### src/hdl/dfec_pkg.sv
// Package for the date-format element checker.
// Holds widths, status codes, element codes and the conflict group table.
// No dependencies.
package dfec_pkg;

  localparam int unsigned CodeW    = 6;
  localparam int unsigned StatusW  = 4;
  localparam int unsigned MapW     = 60;
  localparam int unsigned GroupW   = 4;
  localparam int unsigned NumGroup = 8;
  localparam int unsigned CfgIdxW  = 1;
  localparam int unsigned CfgDataW = 1;

  typedef logic [CodeW-1:0]   code_t;
  typedef logic [StatusW-1:0] status_t;
  typedef logic [MapW-1:0]    map_t;
  typedef logic [GroupW-1:0]  group_t;

  localparam status_t StOk        = 4'd0;
  localparam status_t StBadCode   = 4'd1;
  localparam status_t StBadFormat = 4'd2;
  localparam status_t StDuplicate = 4'd3;
  localparam status_t StGroupBase = 4'd4;

  localparam code_t CodeCount = 6'd60;
  localparam code_t FirstFf   = 6'd11;
  localparam code_t LastFf    = 6'd20;
  localparam code_t CodeTzh   = 6'd54;
  localparam code_t CodeTzm   = 6'd55;
  localparam code_t CodeTzd   = 6'd56;
  localparam code_t CodeTzr   = 6'd57;

  localparam logic [CfgIdxW-1:0] CfgFractionAllowed = 1'd0;
  localparam logic [CfgIdxW-1:0] CfgTimezoneAllowed = 1'd1;

  localparam group_t NoGroup = 4'd15;

  // group per element code; codes 60..63 padded
  localparam group_t GroupOf [64] = '{
    4'd4, 4'd4, 4'd4, 4'd4, 4'd0, 4'd0, 4'd3, 4'd3, NoGroup, 4'd7,
    4'd3, NoGroup, NoGroup, NoGroup, NoGroup, NoGroup, NoGroup, NoGroup, NoGroup, NoGroup,
    NoGroup, 4'd5, 4'd5, 4'd5, 4'd0, 4'd0, 4'd0, 4'd0, 4'd0, NoGroup,
    4'd6, 4'd6, 4'd6, 4'd2, 4'd2, 4'd2, 4'd2, NoGroup, 4'd1, 4'd1,
    NoGroup, NoGroup, 4'd0, 4'd0, 4'd1, 4'd0, 4'd0, 4'd1, 4'd1, 4'd1,
    4'd1, 4'd1, NoGroup, NoGroup, NoGroup, NoGroup, NoGroup, NoGroup, NoGroup, 4'd7,
    NoGroup, NoGroup, NoGroup, NoGroup
  };

endpackage

### src/hdl/dfec_in_if.sv
// Input channel of the date-format element checker: one element code per item.
// Depends on dfec_pkg.
interface dfec_in_if import dfec_pkg::*; ();
  logic  valid;
  logic  ready;
  code_t element_code;
  logic  is_last;

  modport source (output valid, output element_code, output is_last, input ready);
  modport sink   (input valid, input element_code, input is_last, output ready);
endinterface

### src/hdl/dfec_out_if.sv
// Result channel of the date-format element checker: one result per item.
// Depends on dfec_pkg.
interface dfec_out_if import dfec_pkg::*; ();
  logic    valid;
  logic    ready;
  status_t status;
  logic    format_done;
  map_t    seen_map;

  modport source (output valid, output status, output format_done, output seen_map,
                  input ready);
  modport sink   (input valid, input status, input format_done, input seen_map,
                  output ready);
endinterface

### src/hdl/date_format_element_checker_top.sv
// Date-format element checker, top level.
// Result path: an accepted item passes through the input register and then the result register.
// Throughput: 1 item per cycle while result_o.ready holds; the state update is one table lookup and bitmap test.
// Reset (rst_ni, async, active low): empty pipeline, cleared maps and status,
// fraction_allowed = 1, timezone_allowed = 0.
// Depends on dfec_pkg, dfec_in_if, dfec_out_if.
module date_format_element_checker_top import dfec_pkg::*; (
  input  logic                clk_i,
  input  logic                rst_ni,
  dfec_in_if.sink             item_i,
  dfec_out_if.source          result_o,
  input  logic                cfg_we_i,
  input  logic [CfgIdxW-1:0]  cfg_idx_i,
  input  logic [CfgDataW-1:0] cfg_data_i
);

  logic    frac_ok_q, tz_ok_q;
  logic    in_valid_q;
  code_t   code_q;
  logic    last_q;
  logic    res_valid_q;
  status_t res_status_q;
  logic    res_done_q;
  map_t    res_map_q;
  map_t    seen_q, seen_d;
  logic [NumGroup-1:0] groups_q, groups_d;
  status_t sticky_q, sticky_d;
  status_t status_c;
  map_t    map_c;

  logic s2_ready, s1_ready, s2_load;

  assign s2_ready = !res_valid_q || result_o.ready;
  assign s1_ready = !in_valid_q || s2_ready;
  assign s2_load  = in_valid_q && s2_ready;

  assign item_i.ready         = s1_ready;
  assign result_o.valid       = res_valid_q;
  assign result_o.status      = res_status_q;
  assign result_o.format_done = res_done_q;
  assign result_o.seen_map    = res_map_q;

  // configuration
  always_ff @(posedge clk_i or negedge rst_ni) begin
    if (!rst_ni) begin
      frac_ok_q <= 1'b1;
      tz_ok_q   <= 1'b0;
    end else if (cfg_we_i) begin
      unique case (cfg_idx_i)
        CfgFractionAllowed: frac_ok_q <= cfg_data_i[0];
        CfgTimezoneAllowed: tz_ok_q   <= cfg_data_i[0];
        default: ;
      endcase
    end
  end

  // input register
  always_ff @(posedge clk_i or negedge rst_ni) begin
    if (!rst_ni) begin
      in_valid_q <= 1'b0;
    end else if (s1_ready) begin
      in_valid_q <= item_i.valid;
    end
  end

  always_ff @(posedge clk_i) begin
    if (s1_ready && item_i.valid) begin
      code_q <= item_i.element_code;
      last_q <= item_i.is_last;
    end
  end

  // element check
  always_comb begin
    map_t   code_bit;
    group_t grp;
    logic   is_ff, is_tz;
    code_bit = map_t'(1) << code_q;
    grp      = GroupOf[code_q];
    is_ff    = (code_q >= FirstFf) && (code_q <= LastFf);
    is_tz    = (code_q == CodeTzh) || (code_q == CodeTzm) ||
               (code_q == CodeTzd) || (code_q == CodeTzr);
    status_c = sticky_q;
    map_c    = seen_q;
    groups_d = groups_q;
    if (sticky_q == StOk) begin
      if (code_q >= CodeCount) begin
        status_c = StBadCode;
      end else if ((is_ff && !frac_ok_q) || (is_tz && !tz_ok_q)) begin
        status_c = StBadFormat;
      end else if (|(seen_q & code_bit)) begin
        status_c = StDuplicate;
      end else begin
        map_c = seen_q | code_bit;
        if (grp != NoGroup) begin
          if (groups_q[grp[2:0]]) begin
            status_c = StGroupBase + grp;
          end else begin
            groups_d[grp[2:0]] = 1'b1;
          end
        end
      end
    end
    if (last_q && status_c == StOk && map_c[CodeTzm] && !map_c[CodeTzh]) begin
      status_c = StBadFormat;
    end
    seen_d   = map_c;
    sticky_d = status_c;
    if (last_q) begin
      seen_d   = '0;
      groups_d = '0;
      sticky_d = StOk;
    end
  end

  always_ff @(posedge clk_i or negedge rst_ni) begin
    if (!rst_ni) begin
      seen_q      <= '0;
      groups_q    <= '0;
      sticky_q    <= StOk;
      res_valid_q <= 1'b0;
    end else begin
      if (s2_ready) begin
        res_valid_q <= in_valid_q;
      end
      if (s2_load) begin
        seen_q   <= seen_d;
        groups_q <= groups_d;
        sticky_q <= sticky_d;
      end
    end
  end

  always_ff @(posedge clk_i) begin
    if (s2_load) begin
      res_status_q <= status_c;
      res_done_q   <= last_q;
      res_map_q    <= map_c;
    end
  end

endmodule

### src/flat_wrapper.sv
// flat-port wrapper written by rule: the top's interface ports become plain ports
module date_format_element_checker_top_flat import dfec_pkg::*;
  (clk_i, rst_ni, cfg_we_i, cfg_idx_i, cfg_data_i, item_i_valid, item_i_element_code, item_i_is_last, item_i_ready, result_o_valid, result_o_status, result_o_format_done, result_o_seen_map, result_o_ready);
  dfec_in_if item_i_i ();
  dfec_out_if result_o_i ();
  input  logic clk_i;
  input  logic rst_ni;
  input  logic cfg_we_i;
  input  logic [CfgIdxW-1:0] cfg_idx_i;
  input  logic [CfgDataW-1:0] cfg_data_i;
  input wire logic [$bits(item_i_i.valid)-1:0] item_i_valid;
  input wire logic [$bits(item_i_i.element_code)-1:0] item_i_element_code;
  input wire logic [$bits(item_i_i.is_last)-1:0] item_i_is_last;
  output wire logic [$bits(item_i_i.ready)-1:0] item_i_ready;
  output wire logic [$bits(result_o_i.valid)-1:0] result_o_valid;
  output wire logic [$bits(result_o_i.status)-1:0] result_o_status;
  output wire logic [$bits(result_o_i.format_done)-1:0] result_o_format_done;
  output wire logic [$bits(result_o_i.seen_map)-1:0] result_o_seen_map;
  input wire logic [$bits(result_o_i.ready)-1:0] result_o_ready;
  assign item_i_i.valid = item_i_valid;
  assign item_i_i.element_code = item_i_element_code;
  assign item_i_i.is_last = item_i_is_last;
  assign item_i_ready = item_i_i.ready;
  assign result_o_valid = result_o_i.valid;
  assign result_o_status = result_o_i.status;
  assign result_o_format_done = result_o_i.format_done;
  assign result_o_seen_map = result_o_i.seen_map;
  assign result_o_i.ready = result_o_ready;
  date_format_element_checker_top u_core (.clk_i(clk_i), .rst_ni(rst_ni), .item_i(item_i_i), .result_o(result_o_i), .cfg_we_i(cfg_we_i), .cfg_idx_i(cfg_idx_i), .cfg_data_i(cfg_data_i));
endmodule
### config.mk
export PLATFORM = sky130hd
export DESIGN_NAME = date_format_element_checker_top_flat
export DESIGN_NICKNAME = d
export VERILOG_FILES = /design/src/hdl/dfec_pkg.sv /design/src/hdl/dfec_in_if.sv /design/src/hdl/dfec_out_if.sv /design/src/hdl/date_format_element_checker_top.sv /design/src/flat_wrapper.sv
export SDC_FILE = /design/constraint.sdc
export NUM_CORES = 1
export LEC_CHECK = 0
export ABC_AREA = 1
export CAP_MARGIN = 20
export CORE_ASPECT_RATIO = 1.2
export CORE_MARGIN = 5
export CORE_UTILIZATION = 55
export DETAILED_ROUTE_END_ITERATION = 10
export DONT_BUFFER_PORTS = 1
export PLACE_DENSITY = 0.71
export SYNTH_ARGS = -nofsm -noshare
export SYNTH_HDL_FRONTEND = slang
export SYNTH_SLANG_ARGS = --single-unit
### constraint.sdc
create_clock -name clk_i -period 4.4 [get_ports clk_i]
set_input_delay 1.1 -clock clk_i [delete_from_list [all_inputs] [get_ports clk_i]]
set_output_delay 1.1 -clock clk_i [all_outputs]
set_load 0.02 [all_outputs]
==> flow_metrics.env <==
export IMPL_status="finished clean"
export IMPL_ctsResizeCount=0
export IMPL_drv_cap=0
export IMPL_dp_cells=1000
export IMPL_multiInputGateArea_mm2=0.00268
export IMPL_vias=6108
export IMPL_finish_utilization_pct=60.8
export IMPL_insertedDiodeCount=0
export IMPL_synthCells=869
export IMPL_max_stage_delay_ns=0.63
export IMPL_grt_ovfl_total=0
export IMPL_port_buffers=0
export IMPL_arrival_ns=3.76
export IMPL_finalNonFillerCells=1033
export IMPL_holdBufCountCts=0
export IMPL_path_cells="nand2_1, inv_1, nand4_1, nand2_1, nor2_1, nand2_1, nor2_1, nand2_1, nor2_4, a31o_1, nand2_4, nand2_1, nand2_1"
export IMPL_area_delta_synth_final_pct=8.28
export IMPL_cp_end_kind="flip-flop"
export IMPL_hpwlAfterDp_mm=14.2
export IMPL_grt_max_degree=77
export IMPL_drt_vias_per_instance=5.91
export IMPL_place_congestion=0.938
export IMPL_p_total_uw=3870
export IMPL_die_w_um=116
export IMPL_routed_wl_mm=20.2
export IMPL_relSlewSlack_pct=45.9
export IMPL_grt_pass1_wl_mm=32.4
export IMPL_syn_mean_instance_area_um2=8.59
export IMPL_cts_buffers=17
export IMPL_grt_util_all_layers_pct=26.7
export IMPL_cts_tree="done"
export IMPL_leakagePower_uw=0.00393
export IMPL_pin_count=81
export IMPL_ys_types=33
export IMPL_cp_start_kind="flip-flop"
export IMPL_regArea_mm2=0.00407
export IMPL_fp_dieArea_mm2=0.0160
export IMPL_detail_route_antenna_nets=0
export IMPL_crit_path_frequent_cell="nand2_1"
export IMPL_worst_slew_pin_transition_ns=0.811
export IMPL_p_comb_share_pct=15.7
export IMPL_power_frac_seq_pct=45.8
export IMPL_ys_seq_area_share_pct=54.5
export IMPL_fp_dieH_um=138
export IMPL_r2r_setup_slack_ns=0.96
export IMPL_clock_root_buffer="clkbuf_16"
export IMPL_dr_first_iter_drc_count=614
export IMPL_drc=0
export IMPL_cts_max_path_buffers=2
export IMPL_worstSetupPathType="reg -> reg"
export IMPL_htreeDepth=4
export IMPL_timing_hold_violations_final=0
export IMPL_grt_pass1_vias=6181
export IMPL_syn_area_mm2=0.00746
export IMPL_clock_fmax_mhz=291
export IMPL_wl_per_cell_um=19.5
export IMPL_start_util_pct=56.1
export IMPL_fin_setup_tns_ns=0
export IMPL_synth_seq_cells=148
export IMPL_fin_crit_sh_pct=78.1
export IMPL_clk_pin_slew_worst_paths_ns=0.06
export IMPL_firstDrtPassIters=5
export IMPL_drv_slew=0
export IMPL_vdd_drop_max_mv=0.300
export IMPL_final_fill_count=1152
export IMPL_intPower_uw=2690
export IMPL_switchingPower_uw=1180
export IMPL_fin_nets=872
export IMPL_required_ns=4.72
export IMPL_clock_latency_ns=0.43
export IMPL_layout_drive_gt1_share_pct=8.09
export IMPL_core_area_mm2=0.0133
export IMPL_finalClockSkew_ns=0.00672
export IMPL_p_per_area_mw_per_mm2=479
export IMPL_clock_sinks=148
export IMPL_clock_power_share_pct=38.5
export IMPL_worstPathMaxFanout=24
export IMPL_synth_fp_nets=889
export IMPL_antenna_found_initial=0
export IMPL_swShare_pct=30.6
export IMPL_setup_violations=0
export IMPL_rsz0062_at_grt="no"
export IMPL_fin_crit_ns=3.44
export IMPL_ys_warn_count=0
export IMPL_hp_class="in -> async"
export IMPL_postCtsSetupBuffers=0
export IMPL_placementRows=46
export IMPL_crit_path_top_delay_cell="edfxtp_1"
[final timing paths]
kind,endpoint,cells after the start,startpoint
worst max-delay path,u_core.groups_q[4]$_DFFE_PN0P_,13,u_core.code_q[5]$_DFFE_PP_
worst min-delay path,u_core.tz_ok_q$_DFFE_PN0P_,0,rst_ni
worst max register to register,u_core.groups_q[4]$_DFFE_PN0P_,13,u_core.code_q[5]$_DFFE_PP_
worst min register to register,u_core.groups_q[2]$_DFFE_PN0P_,2,u_core.groups_q[2]$_DFFE_PN0P_
max in group asynchronous,u_core.frac_ok_q$_DFFE_PN1P_,0,rst_ni
min in group clk_i,u_core.groups_q[2]$_DFFE_PN0P_,2,u_core.groups_q[2]$_DFFE_PN0P_
[metal layers]
layer  wire length, um  track usage (%)  vias to the layer above
met1              8150             33.2                     2954
met4               672             11.5                        0
li1                  -                -                     2834
met3              1160             5.93                       54
met5                 0                0                        -
met2             10200             44.8                      266
[final cells by class]
type / instances / share of cell area [%]
clock buffer: 24 / 5.96
clock inverter: 8 / 1.55
inverter: 116 / 5.48
multi-input combinational: 562 / 33.1
sequential: 148 / 50.3
tap: 168 / 2.60
timing repair buffer: 7 / 0.960
[stage by stage]
stage	worst slack [ns]	hold WS (ns)	instance area, um2
after global routing	0.695	0.343	8080
after detailed placement	1.05	0.460	7450
after CTS	1.02	0.353	8060
after global placement	1.11	0.454	7450
final	0.964	0.360	8080
after floorplan	0.575	0.442	7460
[synth_stat cells]
| library cell | instances | area [um2] |
|---|---|---|
| nand2_1 | 222 | 833 |
| nor2_4 | 3 | 33.8 |
| inv_4 | 1 | 6.26 |
| o211ai_1 | 2 | 15.0 |
| clkbuf_1 | 18 | 67.6 |
| o2111ai_1 | 1 | 8.76 |
| a21o_1 | 1 | 7.51 |
| inv_6 | 1 | 8.76 |
| a22oi_1 | 2 | 15.0 |
| buf_6 | 13 | 146 |
| buf_4 | 4 | 30.0 |
| dfstp_2 | 1 | 26.3 |
| nand2_4 | 3 | 33.8 |
| inv_2 | 5 | 18.8 |
| nand3_2 | 5 | 50.1 |
| a21boi_0 | 1 | 7.51 |
| buf_2 | 8 | 40.0 |
| a31o_1 | 1 | 8.76 |
| nand2_2 | 4 | 25.0 |
| nor2_1 | 96 | 360 |
| edfxtp_1 | 72 | 2160 |
| inv_1 | 108 | 405 |
| nor2_8 | 1 | 20.0 |
| a31oi_1 | 61 | 382 |
| dfrtp_1 | 75 | 1880 |
| o21ai_1 | 1 | 5.00 |
| a21oi_1 | 74 | 370 |
| nor2_2 | 10 | 62.6 |
| nand3_1 | 53 | 265 |
| o21ai_0 | 2 | 10.0 |
| clkinv_1 | 1 | 3.75 |
| ha_1 | 6 | 75.1 |
| nand4_1 | 13 | 81.3 |
[placed cells by master, fill, tap and decap left out, types with 9 or more instances in the layout]
master / instances
a31oi_1: 61
nor2_2: 9
edfxtp_1: 72
nand4_1: 13
dfrtp_1: 75
a21oi_1: 74
clkbuf_16: 17
inv_1: 107
nor2_1: 96
nand3_1: 53
nand2_1: 221
[worst max-delay path: cells and delay by family, from the launching register on]
kind / cells / cell delay [ns]
and+or+nand+nor: 11 / 1.89
AOI/OAI and AO/OA: 1 / 0.48
buffers and inverters: 1 / 0.31
DFF: 1 / 0.63
[logic make-up (layout without fill, tap and decap cells)]
group	after synthesis	count (layout)	share of synthesized area, %
AND/OR/NAND/NOR	410	410	23.7
buffers and inverters	159	155	9.74
flip-flops	148	148	54.5
AO/OA/AOI/OAI	146	146	11.1
adder cells (fa/ha/maj)	6	6	1.01
[power by group through the flow]
stage	registers, uW	logic (uW)	clock network (uW)
after CTS	1780	582	1500
final	1770	608	1490
after detailed placement	1800	579	0
after global routing	1790	676	1570
after floorplan	1770	463	0
after global placement	1800	559	0
[registers in the layout (all words and copies together) (netlist names), 4 cells and up]
name / flops
u_core.result_o.status: 4
u_core.groups_q: 8
u_core.result_o.seen_map: 60
u_core.code_q: 6
u_core.seen_q: 60
u_core.sticky_q: 4
No activity file was read; power rests on OpenSTA's default activity.
